--- config.mk ---
export PLATFORM = sky130hd
export DESIGN_NAME = line_crossing_border_classifier_flat
export DESIGN_NICKNAME = d
export VERILOG_FILES = /design/src/lcbc_pkg.sv /design/src/lcbc_ifs.sv /design/src/lcbc_front.sv /design/src/lcbc_queue.sv /design/src/lcbc_back.sv /design/src/line_crossing_border_classifier.sv /design/src/flat_wrapper.sv
export SDC_FILE = /design/constraint.sdc
export NUM_CORES = 1
export LEC_CHECK = 0
export ABC_CLOCK_PERIOD_IN_PS = 6450
export BUFFER_PORTS_ARGS = -buffer_cell sky130_fd_sc_hd__buf_4
export CORE_MARGIN = 3
export CORE_UTILIZATION = 50
export DETAILED_ROUTE_END_ITERATION = 10
export GPL_ROUTABILITY_DRIVEN = 0
export GPL_TIMING_DRIVEN = 0
export PLACE_DENSITY_LB_ADDON = 0.2
export SLEW_MARGIN = 15
export SYNTH_ARGS = -nofsm -noshare
export SYNTH_HDL_FRONTEND = slang
export SYNTH_HIERARCHICAL = 1
export SYNTH_SLANG_ARGS = --single-unit
--- constraint.sdc ---
create_clock -name clk -period 6.45 [get_ports clk]
set_input_delay 1.29 -clock clk [delete_from_list [all_inputs] [get_ports clk]]
set_output_delay 1.29 -clock clk [all_outputs]
set_load 0.01 [all_outputs]
--- src/lcbc_pkg.sv ---
// Shared constants, types and the decision function of the line crossing border classifier.
package lcbc_pkg;

  localparam int MAX_WIDTH  = 1024;
  localparam int MAX_HEIGHT = 1024;
  localparam int COL_W      = $clog2(MAX_WIDTH);
  localparam int ROW_W      = $clog2(MAX_HEIGHT);

  localparam int PIX_W      = 8;
  localparam int CNT_W      = 11;
  localparam int SUM_W      = 20;
  localparam int THR_W      = 10;
  localparam int CTR_W      = 10;
  localparam int DEC_W      = 2;
  localparam int DIM_W      = 11;
  localparam int SIDE_W     = 9;
  localparam int CFG_ADDR_W = 3;
  localparam int CFG_DATA_W = 11;

  localparam logic [PIX_W-1:0] SET_VALUE = 8'hFF;
  localparam int BAND_SPAN = 4;

  // Configuration register indexes.
  localparam logic [CFG_ADDR_W-1:0] CFG_FRAME_WIDTH     = 3'd0;
  localparam logic [CFG_ADDR_W-1:0] CFG_FRAME_HEIGHT    = 3'd1;
  localparam logic [CFG_ADDR_W-1:0] CFG_SIDE_OFFSET     = 3'd2;
  localparam logic [CFG_ADDR_W-1:0] CFG_COUNT_THRESHOLD = 3'd3;
  localparam logic [CFG_ADDR_W-1:0] CFG_DEFAULT_CENTER  = 3'd4;

  localparam logic [DIM_W-1:0]  RST_FRAME_WIDTH     = 11'd120;
  localparam logic [DIM_W-1:0]  RST_FRAME_HEIGHT    = 11'd120;
  localparam logic [SIDE_W-1:0] RST_SIDE_OFFSET     = 9'd10;
  localparam logic [THR_W-1:0]  RST_COUNT_THRESHOLD = 10'd4;
  localparam logic [CTR_W-1:0]  RST_DEFAULT_CENTER  = 10'd60;

  // Summary queue between the pixel front end and the result back end.
  // The depth must be a power of two so that the pointers wrap on their own.
  localparam int QUEUE_DEPTH = 2;
  localparam int QPTR_W      = $clog2(QUEUE_DEPTH);
  localparam int QCNT_W      = $clog2(QUEUE_DEPTH + 1);

  localparam int DIV_STEPS   = SUM_W;
  localparam int DIV_CNT_W   = $clog2(DIV_STEPS);

  typedef enum logic [DEC_W-1:0] {
    DEC_STOP,
    DEC_FORWARD,
    DEC_CROSSING,
    DEC_END
  } decision_t;

  typedef enum logic [1:0] {
    BK_IDLE,
    BK_DIV,
    BK_OUT
  } back_state_t;

  typedef struct packed {
    logic [CNT_W-1:0] top_count;
    logic [SUM_W-1:0] top_sum;
    logic [CNT_W-1:0] bottom_count;
    logic [CNT_W-1:0] left_count;
    logic [CNT_W-1:0] right_count;
  } frame_sum_t;

  // Later rules override earlier ones.
  function automatic decision_t decide(frame_sum_t s, logic [THR_W-1:0] thr);
    logic [CNT_W:0] t_ext;
    logic [CNT_W:0] t_band;
    logic [CNT_W:0] up;
    logic [CNT_W:0] dn;
    logic [CNT_W:0] lc;
    logic [CNT_W:0] rc;
    decision_t      d;
    t_ext  = (CNT_W+1)'(thr);
    t_band = t_ext + (CNT_W+1)'(BAND_SPAN);
    up     = {1'b0, s.top_count};
    dn     = {1'b0, s.bottom_count};
    lc     = {1'b0, s.left_count};
    rc     = {1'b0, s.right_count};
    d      = DEC_STOP;
    if (up > t_ext && lc < t_ext && rc < t_ext) begin
      d = DEC_FORWARD;
    end
    if ((lc > t_ext && rc > t_ext && up > t_ext) ||
        (dn > t_ext && ((lc > t_ext && lc < t_band) || (rc > t_ext && rc < t_band)))) begin
      d = DEC_CROSSING;
    end
    if (up == '0 && lc == '0 && rc == '0) begin
      d = DEC_END;
    end
    return d;
  endfunction

endpackage

--- src/lcbc_ifs.sv ---
// Valid/ready channel interfaces for pixels in and frame results out.
interface lcbc_pixel_if import lcbc_pkg::*; ();
  logic             valid;
  logic             ready;
  logic [PIX_W-1:0] pixel;

  modport source (output valid, output pixel, input ready);
  modport sink   (input valid, input pixel, output ready);
endinterface

interface lcbc_result_if import lcbc_pkg::*; ();
  logic             valid;
  logic             ready;
  logic [CTR_W-1:0] center_x;
  logic [DEC_W-1:0] decision;

  modport source (output valid, output center_x, output decision, input ready);
  modport sink   (input valid, input center_x, input decision, output ready);
endinterface

--- src/lcbc_front.sv ---
// Pixel front end: tracks the raster position and accumulates the border counts of a frame.
module lcbc_front import lcbc_pkg::*; (
  input  logic              clk,
  input  logic              rst_n,
  lcbc_pixel_if.sink        px,
  input  logic [DIM_W-1:0]  frame_width,
  input  logic [DIM_W-1:0]  frame_height,
  input  logic [SIDE_W-1:0] side_offset,
  output logic              push,
  output frame_sum_t        push_data,
  input  logic              push_ready
);

  logic [COL_W-1:0] x_r;
  logic [ROW_W-1:0] y_r;
  logic [CNT_W-1:0] top_count_r;
  logic [SUM_W-1:0] top_sum_r;
  logic [CNT_W-1:0] bottom_count_r;
  logic [CNT_W-1:0] left_count_r;
  logic [CNT_W-1:0] right_count_r;

  logic [COL_W-1:0] wm1;
  logic [ROW_W-1:0] hm1;
  logic             accept;
  logic             is_set;
  logic             last_col;
  logic             last_row;
  logic             side_ok;
  logic [COL_W-1:0] right_col;
  frame_sum_t       sum_nxt;

  always_comb begin
    // Last column and row in use, with the geometry clamped to the supported range.
    if (frame_width == '0) begin
      wm1 = '0;
    end else if (frame_width > DIM_W'(MAX_WIDTH)) begin
      wm1 = COL_W'(MAX_WIDTH - 1);
    end else begin
      wm1 = COL_W'(frame_width - 1'b1);
    end
    if (frame_height == '0) begin
      hm1 = '0;
    end else if (frame_height > DIM_W'(MAX_HEIGHT)) begin
      hm1 = ROW_W'(MAX_HEIGHT - 1);
    end else begin
      hm1 = ROW_W'(frame_height - 1'b1);
    end

    px.ready  = push_ready;
    accept    = px.valid && push_ready;
    is_set    = px.pixel == SET_VALUE;
    last_col  = x_r >= wm1;
    last_row  = y_r >= hm1;
    side_ok   = side_offset <= wm1;
    right_col = wm1 - COL_W'(side_offset);

    sum_nxt.top_count    = top_count_r;
    sum_nxt.top_sum      = top_sum_r;
    sum_nxt.bottom_count = bottom_count_r;
    sum_nxt.left_count   = left_count_r;
    sum_nxt.right_count  = right_count_r;
    if (is_set) begin
      if (y_r == '0) begin
        sum_nxt.top_count = top_count_r + 1'b1;
        sum_nxt.top_sum   = top_sum_r + SUM_W'(x_r);
      end
      if (last_row) begin
        sum_nxt.bottom_count = bottom_count_r + 1'b1;
      end
      // Both side columns exist only when the offset falls inside the row.
      if (side_ok && x_r == COL_W'(side_offset)) begin
        sum_nxt.left_count = left_count_r + 1'b1;
      end
      if (side_ok && x_r == right_col) begin
        sum_nxt.right_count = right_count_r + 1'b1;
      end
    end

    push      = accept && last_col && last_row;
    push_data = sum_nxt;
  end

  always_ff @(posedge clk) begin
    if (!rst_n) begin
      x_r            <= '0;
      y_r            <= '0;
      top_count_r    <= '0;
      top_sum_r      <= '0;
      bottom_count_r <= '0;
      left_count_r   <= '0;
      right_count_r  <= '0;
    end else if (accept) begin
      if (last_col && last_row) begin
        x_r            <= '0;
        y_r            <= '0;
        top_count_r    <= '0;
        top_sum_r      <= '0;
        bottom_count_r <= '0;
        left_count_r   <= '0;
        right_count_r  <= '0;
      end else begin
        if (last_col) begin
          x_r <= '0;
          y_r <= y_r + 1'b1;
        end else begin
          x_r <= x_r + 1'b1;
        end
        top_count_r    <= sum_nxt.top_count;
        top_sum_r      <= sum_nxt.top_sum;
        bottom_count_r <= sum_nxt.bottom_count;
        left_count_r   <= sum_nxt.left_count;
        right_count_r  <= sum_nxt.right_count;
      end
    end
  end

endmodule

--- src/lcbc_queue.sv ---
// Short queue of frame summaries between the front end and the back end.
module lcbc_queue import lcbc_pkg::*; (
  input  logic       clk,
  input  logic       rst_n,
  input  logic       push,
  input  frame_sum_t push_data,
  output logic       push_ready,
  input  logic       pop,
  output logic       pop_valid,
  output frame_sum_t pop_data
);

  frame_sum_t        entry_r [QUEUE_DEPTH];
  logic [QPTR_W-1:0] wr_ptr_r;
  logic [QPTR_W-1:0] rd_ptr_r;
  logic [QCNT_W-1:0] count_r;
  logic              do_push;
  logic              do_pop;

  always_comb begin
    push_ready = count_r != QCNT_W'(QUEUE_DEPTH);
    pop_valid  = count_r != '0;
    pop_data   = entry_r[rd_ptr_r];
    do_push    = push && push_ready;
    do_pop     = pop && pop_valid;
  end

  always_ff @(posedge clk) begin
    if (do_push) begin
      entry_r[wr_ptr_r] <= push_data;
    end
  end

  always_ff @(posedge clk) begin
    if (!rst_n) begin
      wr_ptr_r <= '0;
      rd_ptr_r <= '0;
      count_r  <= '0;
    end else begin
      if (do_push) begin
        wr_ptr_r <= wr_ptr_r + 1'b1;
      end
      if (do_pop) begin
        rd_ptr_r <= rd_ptr_r + 1'b1;
      end
      if (do_push && !do_pop) begin
        count_r <= count_r + 1'b1;
      end else if (do_pop && !do_push) begin
        count_r <= count_r - 1'b1;
      end
    end
  end

`ifndef SYNTHESIS
  a_no_lost_push: assert property (@(posedge clk) disable iff (!rst_n)
    push |-> push_ready)
    else $error("frame summary pushed into a full queue");

  a_count_bound: assert property (@(posedge clk) disable iff (!rst_n)
    count_r <= QCNT_W'(QUEUE_DEPTH))
    else $error("queue fill count beyond its depth");

  a_count_track: assert property (@(posedge clk) disable iff (!rst_n)
    (do_push && !do_pop) |=> count_r == $past(count_r) + 1'b1)
    else $error("queue fill count did not follow a lone push");
`endif

endmodule

--- src/lcbc_back.sv ---
// Result back end: serial divider for the mean top x, decision rules and output register.
module lcbc_back import lcbc_pkg::*; (
  input  logic              clk,
  input  logic              rst_n,
  input  logic              pop_valid,
  input  frame_sum_t        pop_data,
  output logic              pop,
  input  logic [THR_W-1:0]  count_threshold,
  input  logic [CTR_W-1:0]  default_center,
  lcbc_result_if.source     res
);

  back_state_t          state_r;
  back_state_t          state_nxt;
  logic [CNT_W-1:0]     div_r;
  logic [CNT_W-1:0]     div_nxt;
  logic [CNT_W-1:0]     rem_r;
  logic [CNT_W-1:0]     rem_nxt;
  logic [SUM_W-1:0]     dq_r;
  logic [SUM_W-1:0]     dq_nxt;
  logic [DIV_CNT_W-1:0] cnt_r;
  logic [DIV_CNT_W-1:0] cnt_nxt;
  logic [CTR_W-1:0]     center_r;
  logic [CTR_W-1:0]     center_nxt;
  decision_t            decision_r;
  decision_t            decision_nxt;
  logic [CNT_W:0]       shifted;
  logic [CNT_W:0]       diff;

  always_ff @(posedge clk) begin
    if (!rst_n) begin
      state_r <= BK_IDLE;
    end else begin
      state_r <= state_nxt;
    end
  end

  always_ff @(posedge clk) begin
    div_r      <= div_nxt;
    rem_r      <= rem_nxt;
    dq_r       <= dq_nxt;
    cnt_r      <= cnt_nxt;
    center_r   <= center_nxt;
    decision_r <= decision_nxt;
  end

  always_comb begin
    state_nxt    = state_r;
    div_nxt      = div_r;
    rem_nxt      = rem_r;
    dq_nxt       = dq_r;
    cnt_nxt      = cnt_r;
    center_nxt   = center_r;
    decision_nxt = decision_r;
    pop          = 1'b0;
    res.valid    = 1'b0;

    // One restoring step: bring down the next dividend bit and try to subtract.
    shifted = {rem_r, dq_r[SUM_W-1]};
    diff    = shifted - {1'b0, div_r};

    unique case (state_r)
      BK_IDLE: begin
        if (pop_valid) begin
          pop          = 1'b1;
          decision_nxt = decide(pop_data, count_threshold);
          div_nxt      = pop_data.top_count;
          dq_nxt       = pop_data.top_sum;
          rem_nxt      = '0;
          cnt_nxt      = DIV_CNT_W'(DIV_STEPS - 1);
          if (pop_data.top_count == '0) begin
            center_nxt = default_center;
            state_nxt  = BK_OUT;
          end else begin
            state_nxt  = BK_DIV;
          end
        end
      end
      BK_DIV: begin
        if (shifted >= {1'b0, div_r}) begin
          rem_nxt = diff[CNT_W-1:0];
          dq_nxt  = {dq_r[SUM_W-2:0], 1'b1};
        end else begin
          rem_nxt = shifted[CNT_W-1:0];
          dq_nxt  = {dq_r[SUM_W-2:0], 1'b0};
        end
        cnt_nxt = cnt_r - 1'b1;
        if (cnt_r == '0) begin
          center_nxt = dq_nxt[CTR_W-1:0];
          state_nxt  = BK_OUT;
        end
      end
      BK_OUT: begin
        res.valid = 1'b1;
        if (res.ready) begin
          state_nxt = BK_IDLE;
        end
      end
      default: begin
        state_nxt = BK_IDLE;
      end
    endcase
  end

  assign res.center_x = center_r;
  assign res.decision = decision_r;

`ifndef SYNTHESIS
  a_empty_top_skips_div: assert property (@(posedge clk) disable iff (!rst_n)
    (pop && pop_data.top_count == '0) |=> state_r == BK_OUT)
    else $error("empty top row did not go straight to the result");

  a_div_countdown: assert property (@(posedge clk) disable iff (!rst_n)
    (state_r == BK_DIV && cnt_r != '0) |=> state_r == BK_DIV && cnt_r == $past(cnt_r) - 1'b1)
    else $error("divider step counter out of sequence");

  a_div_remainder: assert property (@(posedge clk) disable iff (!rst_n)
    (state_r == BK_DIV && cnt_r == '0) |=> rem_r < div_r)
    else $error("division finished with remainder not below divisor");
`endif

endmodule

--- src/line_crossing_border_classifier.sv ---
// Top level: configuration registers, pixel front end, summary queue and result back end.
// Pixels are taken at one per cycle; the front end stalls only when the two-entry summary
// queue is full. The back end pops a frame summary when idle and goes straight to its
// output state when the top row is empty, otherwise through the 20-step serial divider.
// It holds one frame at a time and pops another summary only after the result is taken.
// Synchronous active-low reset clears the counters and queue and reloads register defaults.
module line_crossing_border_classifier import lcbc_pkg::*; (
  input  logic                  clk,
  input  logic                  rst_n,
  input  logic                  cfg_we,
  input  logic [CFG_ADDR_W-1:0] cfg_addr,
  input  logic [CFG_DATA_W-1:0] cfg_wdata,
  lcbc_pixel_if.sink            in_px,
  lcbc_result_if.source         out_res
);

  logic [DIM_W-1:0]  frame_width_r;
  logic [DIM_W-1:0]  frame_height_r;
  logic [SIDE_W-1:0] side_offset_r;
  logic [THR_W-1:0]  count_threshold_r;
  logic [CTR_W-1:0]  default_center_r;

  logic       push;
  logic       push_ready;
  frame_sum_t push_data;
  logic       pop;
  logic       pop_valid;
  frame_sum_t pop_data;

  always_ff @(posedge clk) begin
    if (!rst_n) begin
      frame_width_r     <= RST_FRAME_WIDTH;
      frame_height_r    <= RST_FRAME_HEIGHT;
      side_offset_r     <= RST_SIDE_OFFSET;
      count_threshold_r <= RST_COUNT_THRESHOLD;
      default_center_r  <= RST_DEFAULT_CENTER;
    end else if (cfg_we) begin
      unique case (cfg_addr)
        CFG_FRAME_WIDTH:     frame_width_r     <= cfg_wdata[DIM_W-1:0];
        CFG_FRAME_HEIGHT:    frame_height_r    <= cfg_wdata[DIM_W-1:0];
        CFG_SIDE_OFFSET:     side_offset_r     <= cfg_wdata[SIDE_W-1:0];
        CFG_COUNT_THRESHOLD: count_threshold_r <= cfg_wdata[THR_W-1:0];
        CFG_DEFAULT_CENTER:  default_center_r  <= cfg_wdata[CTR_W-1:0];
        default: begin
        end
      endcase
    end
  end

  lcbc_front u_front (
    .clk          (clk),
    .rst_n        (rst_n),
    .px           (in_px),
    .frame_width  (frame_width_r),
    .frame_height (frame_height_r),
    .side_offset  (side_offset_r),
    .push         (push),
    .push_data    (push_data),
    .push_ready   (push_ready)
  );

  lcbc_queue u_queue (
    .clk        (clk),
    .rst_n      (rst_n),
    .push       (push),
    .push_data  (push_data),
    .push_ready (push_ready),
    .pop        (pop),
    .pop_valid  (pop_valid),
    .pop_data   (pop_data)
  );

  lcbc_back u_back (
    .clk             (clk),
    .rst_n           (rst_n),
    .pop_valid       (pop_valid),
    .pop_data        (pop_data),
    .pop             (pop),
    .count_threshold (count_threshold_r),
    .default_center  (default_center_r),
    .res             (out_res)
  );

endmodule
--- src/flat_wrapper.sv ---
// flat-port wrapper written by rule: the top's interface ports become plain ports
module line_crossing_border_classifier_flat import lcbc_pkg::*;
  (clk, rst_n, cfg_we, cfg_addr, cfg_wdata, in_px_valid, in_px_pixel, in_px_ready, out_res_valid, out_res_center_x, out_res_decision, out_res_ready);
  lcbc_pixel_if in_px_i ();
  lcbc_result_if out_res_i ();
  input  logic clk;
  input  logic rst_n;
  input  logic cfg_we;
  input  logic [CFG_ADDR_W-1:0] cfg_addr;
  input  logic [CFG_DATA_W-1:0] cfg_wdata;
  input wire logic [$bits(in_px_i.valid)-1:0] in_px_valid;
  input wire logic [$bits(in_px_i.pixel)-1:0] in_px_pixel;
  output wire logic [$bits(in_px_i.ready)-1:0] in_px_ready;
  output wire logic [$bits(out_res_i.valid)-1:0] out_res_valid;
  output wire logic [$bits(out_res_i.center_x)-1:0] out_res_center_x;
  output wire logic [$bits(out_res_i.decision)-1:0] out_res_decision;
  input wire logic [$bits(out_res_i.ready)-1:0] out_res_ready;
  assign in_px_i.valid = in_px_valid;
  assign in_px_i.pixel = in_px_pixel;
  assign in_px_ready = in_px_i.ready;
  assign out_res_valid = out_res_i.valid;
  assign out_res_center_x = out_res_i.center_x;
  assign out_res_decision = out_res_i.decision;
  assign out_res_i.ready = out_res_ready;
  line_crossing_border_classifier u_core (.clk(clk), .rst_n(rst_n), .cfg_we(cfg_we), .cfg_addr(cfg_addr), .cfg_wdata(cfg_wdata), .in_px(in_px_i), .out_res(out_res_i));
endmodule
* Word level (Yosys, flattened, before mapping)
Memory sizes are Yosys's and may differ from the RTL's. A register that Yosys moved wholly into a read port is not among the register bits.
Index checks and enable logic that the tools add are counted.
** Word-level totals
- Register bits :: 200
- Memories kept :: 1
- Bits in writable memories :: 128
- Output and inout bits :: 14
** Operators by class
- Order comparisons :: 14
- Reductions and logical operators :: 47
- Mux-type cells :: 46
- $add $sub $neg :: 17
- Equality and inequality tests :: 14
** Memories
- u_core.u_queue.entry_r :: words 2, width 64, rd ports 1, clocked after Yosys merged registers in 1, write ports 1, RTL line lcbc_queue.sv:13 : frame_sum_t entry_r [QUEUE_DEPTH];
** Operators with widths (number)
- 10-bit two-way mux :: 11
- 11-bit two-way mux :: 9
- 64-bit two-way mux :: 1
- 11-bit zero test :: 5
- 11-bit by 1-bit adder with 11-bit output, second input constant :: 4
- 11-bit by 10-bit greater-than comparator with 1-bit output :: 4
- 20-bit two-way mux :: 2
- 20-bit case mux with 2 select lines :: 1
- 31-bit two-way mux :: 1
- 11-bit greater-than comparator, second input constant :: 2
- 11-bit by 10-bit < comparator with 1-bit output :: 2
- 11-bit < comparator :: 2
- 11-bit case mux with 2 select lines :: 1
- 10-bit by 1-bit adder with 10-bit output, second input constant :: 2
- 20-bit by 10-bit adder with 20-bit output :: 1
- 10-bit >= comparator :: 2
- 10-bit case mux with 2 select lines :: 1
- 10-bit by 1-bit subtractor with 10-bit output, second input constant :: 2
- 1-bit logical AND :: 19
- 2-bit AND reduction :: 8
- 12-bit by 11-bit >= comparator with 1-bit output :: 1
- 2-bit two-way mux :: 6
- 10-bit by 3-bit adder with 11-bit output, second input constant :: 1
- 11-bit subtractor :: 1
- 30 further kinds :: 49

* Logic depth before layout (Yosys ltp)
- Depth after elaboration :: 11
- Gate-level depth with buffers :: 21
- Depth with buffers taken out :: 20

* Hierarchy
Netlist, hierarchy kept.
** By module, submodules not included
- lcbc_front :: times used 1, area each 6961.7 µm², cells each 894, sequential area each 1681.6 µm²
- lcbc_queue :: times used 1, area each 4857.2 µm², cells each 223, sequential area each 3943.8 µm²
- lcbc_back :: times used 1, area each 4508.1 µm², cells each 469, sequential area each 1811.7 µm²
- line_crossing_border_classifier :: times used 1, area each 1971.9 µm², cells each 189, sequential area each 1021.0 µm²

* Worst setup path before layout
No wires, ideal clock.
- Path kind :: register to register
- Start point :: reg u_core.frame_height_r[0]
- End point :: mem u_core/u_queue/entry_r[1][0] (netlist name), enable pin
- Slack :: 1370 ps
- Library setup time :: 429 ps
- Stages on the path, launching flop included :: 18
- Arrival time :: 4650 ps
- Path buffers :: 1
- Path through :: dfxtp_1 > inv_1 > ha_1 > nand2_1 > or3_1 > or3_1 > or3_1 > clkbuf_1 > a21oi_1 > a21oi_1 > ha_1 > nand2b_1 > a31oi_1 > o21ai_0 > a31o_2 > a21o_1 > and2_1 > and3_1
** Between the ends
- Longest elaborated chain between the ends :: 8
- Elaborated cells between the ends (all ways) :: 10
** RTL lines
- start: declaration :: RTL line line_crossing_border_classifier.sv:18 : logic [DIM_W-1:0] frame_height_r;
- start signal: assignment :: RTL line line_crossing_border_classifier.sv:40 : CFG_FRAME_HEIGHT: frame_height_r <= cfg_wdata[DIM_W-1:0];
- 10-bit by 1-bit subtractor with 10-bit output / 11-bit greater-than comparator (equally long branches) :: RTL line lcbc_front.sv:46, lcbc_front.sv:43
- 10-bit two-way mux :: RTL line lcbc_front.sv:43 : end else if (frame_height > DIM_W'(MAX_HEIGHT)) begin
- 10-bit two-way mux * :: RTL line lcbc_front.sv:41 : if (frame_height == '0) begin
- 10-bit >= comparator * :: RTL line lcbc_front.sv:53 : last_row = y_r >= hm1;
- 1-bit logical AND * :: RTL line lcbc_front.sv:79 : push = accept && last_col && last_row;
- via u_core.push :: RTL line line_crossing_border_classifier.sv:23 : logic push;
- 1-bit logical AND * :: RTL line lcbc_queue.sv:24 : do_push = push && push_ready;
- 1-bit two-way mux * :: RTL line lcbc_queue.sv:29 : if (do_push) begin
- 1-bit two-way mux (not written as such) * :: RTL line lcbc_queue.sv:30 : entry_r[wr_ptr_r] <= push_data;
- end: declaration :: RTL line lcbc_queue.sv:13
The timed path passes the listed nets; every way through them passes the cells marked *.

* Worst setup path in the final report
- Start point :: reg u_core.frame_height_r[0]
- End point :: reg u_core.u_front.y_r[6]
** Between the ends
- Longest elaborated chain between the ends :: 7
- Elaborated cells between the ends (all ways) :: 10
** RTL lines
- 10-bit by 1-bit subtractor with 10-bit output / 11-bit greater-than comparator (equally long branches) :: RTL line lcbc_front.sv:46, lcbc_front.sv:43
- 10-bit two-way mux :: RTL line lcbc_front.sv:43
- 10-bit two-way mux * :: RTL line lcbc_front.sv:41
- 10-bit >= comparator * :: RTL line lcbc_front.sv:53
- 1-bit logical AND * :: RTL line lcbc_front.sv:93 : if (last_col && last_row) begin
- 2-bit nonzero test (no line)
- 2-bit AND reduction (no line)
- end signal: assignment :: RTL line lcbc_front.sv:104 : y_r <= y_r + 1'b1;
- end: declaration :: RTL line lcbc_front.sv:15 : logic [ROW_W-1:0] y_r;
Every way passes the cells marked *; elsewhere a longest branch is shown, timed or not.
A chain may end at the register's enable or synchronous reset.

==> results.toml <==
[timing]
hold_viol_final = 0
maxSlewViolCount = 0
setup-tns-final_ps = 0
report.final.setup_viol = 0
fin_crit_sh_pct = 86.9
period_needed_ps = 5610
rsz0062_at_grt = "false"
clock.fmax_ghz = 0.178
worst_slew_pin_slew_ps = 1040
slew_headroom_pct = 30.0
worst_hold_slack_ps = 463
fin_skew_ps = 14.2

[run_status]
status = "completed"

[synthesis]
async_reset_ff_share_pct = 0
ys_types = 90
synth-seq-cells = 329
synthCells = 1775
syn_area_per_cell_um2 = 10.3
synth_nets = 1920
syn_area_um2 = 18300
seq_area_frac_synth_pct = 46.2
yosysWarnings = 6
ys.flop_type = "edfxtp_1"
synth-edff-count = 187

[cts]
clock-sinks = 329
cts-root-buf = "clkbuf_16"
clock_latency_ps = 540
tritoncts = "yes"
cts_made_buffers = 37
path_clk_slew_ps = 60
cts_resized = 0
ctsLongestPathBuffers = 3
cts_setup_buffers = 0
htree_num_levels = 2
cts_hold_buf = 0

[power]
powerDensity_nw_per_um2 = 219
report.power.total_mw = 4.48
peakVddDrop_mv = 0.206
leakage_nw = 8.17

[critical_path]
cp_max_fo = 10
cp_num_buf_inv = 3
startpoint_type = "flop"
r2r-end = "u_core/u_front/y_r[6]$_SDFFE_PN0P_"
worstPathArrival_ps = 6070
worstRegToRegCells = 17
critical-path-top-delay-family = "compound AO/OA/AOI/OAI gates"
end_kind = "flop"
critPathKind = "flop to flop"
cp_slowest_stage_delay_ps = 630
r2r-start = "u_core/frame_height_r[0]$_SDFFE_PN0P_"
required_ps = 6910
slowest_stage = "clkbuf_1"
cpMostUsedCell = "or3_1"
r2r_slack_ps = 840
cp_cell_sequence = "inv_1, ha_1, nand2_1, or3_1, or3_1, or3_1, clkbuf_1, o21a_1, a211oi_1, ha_1, a21o_1, a221o_1, a311oi_1, o31a_1, clkbuf_1, nor2_1, a21oi_1"

[hold_path]
worstHoldEndpoint = "u_core/default_center_r[1]$_SDFFE_PN0P_"
worstHoldPathCells = 2
min_from = "u_core/default_center_r[1]$_SDFFE_PN0P_"
worstHoldPathType = "flop to flop"

[global_routing]
grt_max_degree = 52
grt_pass1_vias = 13200
globalRouteTotalUtil_pct = 23.4
overflow = 0
grt_pass1_wl_um = 72400
antenna_found_initial = 0

[flow_run]
cap_violations = 0

[route]
via_per_inst = 5.80
avgRoutedWirePerCell_um = 19.5
vias = 13600
drt_first_pass_iters = 5
drt_iter0_markers = 923
routed_wirelength_um = 45800
ant_nets = 0
drc = 0

[die]
core.rowCount = 69
die_w_um = 197
boundaryPins = 41
coreArea_um2 = 35800
initial_core_util_pct = 51.1
dieArea_um2 = 38900
die_h_um = 197

[finish]
antenna_cells = 0
layout_commonest_cell = "nand2_1"
area.growth.synth_to_final_pct = 11.7
fillers = 3062
fin_nets = 2002
drive_above_1_share_pct = 11.5
fin_util_pct = 57.1
final_cell_mix = "214 x nand2_1, 187 x edfxtp_1, 142 x dfxtp_1"
finalNonFillerCells = 2346

[placement]
portBuffers = 40
placed_cells = 2279
dp_hpwl_um = 34000
power breakdown:
group	switching (mW)	internal, mW	leakage [nW]
Sequential	0.0137	2.20	2.88
Clock	0.852	1.19	0.567
Combinational	0.137	0.0795	4.72
worst min-delay path, delay by kind of cell, from the launching register on:
| family | cells | cell delay, ps |
|---|---|---|
| flops | 1 | 310 |
| simple gates | 1 | 50 |
| mux | 1 | 50 |
logic make-up after synthesis:
kind of cell    share of synthesized area (%)
buf+inv                                  3.36
simple gates                             16.5
xor+xnor                                 6.03
mux                                      7.34
flops                                    46.2
fa+ha+maj                                8.31
compound gates                           12.3
flip-flops by register name, summed over array words and instances, names as in the netlist, 5 cells and up, named ones only:
| signal | flops |
|---|---|
| u_core/u_queue/entry_r | 128 |
| u_core/u_back/dq_r | 20 |
| u_core/u_front/top_sum_r | 20 |
| u_core/frame_height_r | 11 |
| u_core/frame_width_r | 11 |
| u_core/u_back/div_r | 11 |
| u_core/u_back/rem_r | 11 |
| u_core/u_front/bottom_count_r | 11 |
| u_core/u_front/left_count_r | 11 |
| u_core/u_front/right_count_r | 11 |
| u_core/u_front/top_count_r | 11 |
| u_core/count_threshold_r | 10 |
| u_core/default_center_r | 10 |
| u_core/u_back/res.center_x | 10 |
| u_core/u_front/x_r | 10 |
| u_core/u_front/y_r | 10 |
| u_core/side_offset_r | 9 |
| u_core/u_back/cnt_r | 5 |
metal layers:
metal | vias to the layer above | GRT usage, % | part of all wire [%]
li1 | 6677 | - | -
met1 | 6513 | 31.3 | 44
met2 | 341 | 39.8 | 48
met3 | 76 | 3.34 | 5.1
met4 | 0 | 7.37 | 2.8
met5 | - | 0 | 0
area by class of cell:
cell class	instances	area [µm²]	share of cell area (%)
Inverter	80	303	1.48
Buffer	69	315	1.54
Clock inverter	15	161	0.790
Timing Repair Buffer	43	375	1.84
Clock buffer	52	1010	4.96
Multi-Input combinational cell	1297	9240	45.2
Sequential cell	329	8460	41.4
Tap cell	461	577	2.82
stage by stage:
stage	cell area, µm²	setup WS [ps]
final	20400	843
after global routing	20400	464
after CTS	20400	915
after detailed placement	19300	943
after global placement	19200	-91.0
after floorplan	18300	1370
Yosys cell counts, types with 36 or more instances:
library cell | n | area (µm²)
a21oi_1 | 72 | 360
dfxtp_1 | 142 | 2840
nand2_1 | 215 | 807
xor2_1 | 49 | 429
xnor2_1 | 77 | 674
inv_1 | 79 | 297
nor3_1 | 38 | 190
edfxtp_1 | 187 | 5620
nor2b_1 | 36 | 225
o21ai_0 | 68 | 340
clkbuf_1 | 49 | 184
mux2_2 | 66 | 743
ha_1 | 115 | 1440
nor2_1 | 97 | 364
mux2i_1 | 60 | 601
worst max-delay path by stage:
stage / startpoint / end / slack [ps] / cells past startpoint
floorplan: u_core/frame_height_r[0]$_SDFFE_PN0P_ / u_core/u_queue/entry_r[1][0]$_DFFE_PP_ / 1370 / 17
global placement: u_core/frame_height_r[0]$_SDFFE_PN0P_ / u_core/u_queue/entry_r[1][32]$_DFFE_PP_ / -90 / 16
finish: u_core/frame_height_r[0]$_SDFFE_PN0P_ / u_core/u_front/y_r[6]$_SDFFE_PN0P_ / 840 / 17
global route: u_core/frame_height_r[0]$_SDFFE_PN0P_ / u_core/u_front/y_r[6]$_SDFFE_PN0P_ / 460 / 17
detailed placement: u_core/frame_height_r[0]$_SDFFE_PN0P_ / u_core/u_front/y_r[5]$_SDFFE_PN0P_ / 940 / 17
CTS: u_core/frame_height_r[0]$_SDFFE_PN0P_ / u_core/u_front/y_r[6]$_SDFFE_PN0P_ / 910 / 17
No activity file was read; power rests on OpenSTA's default activity.
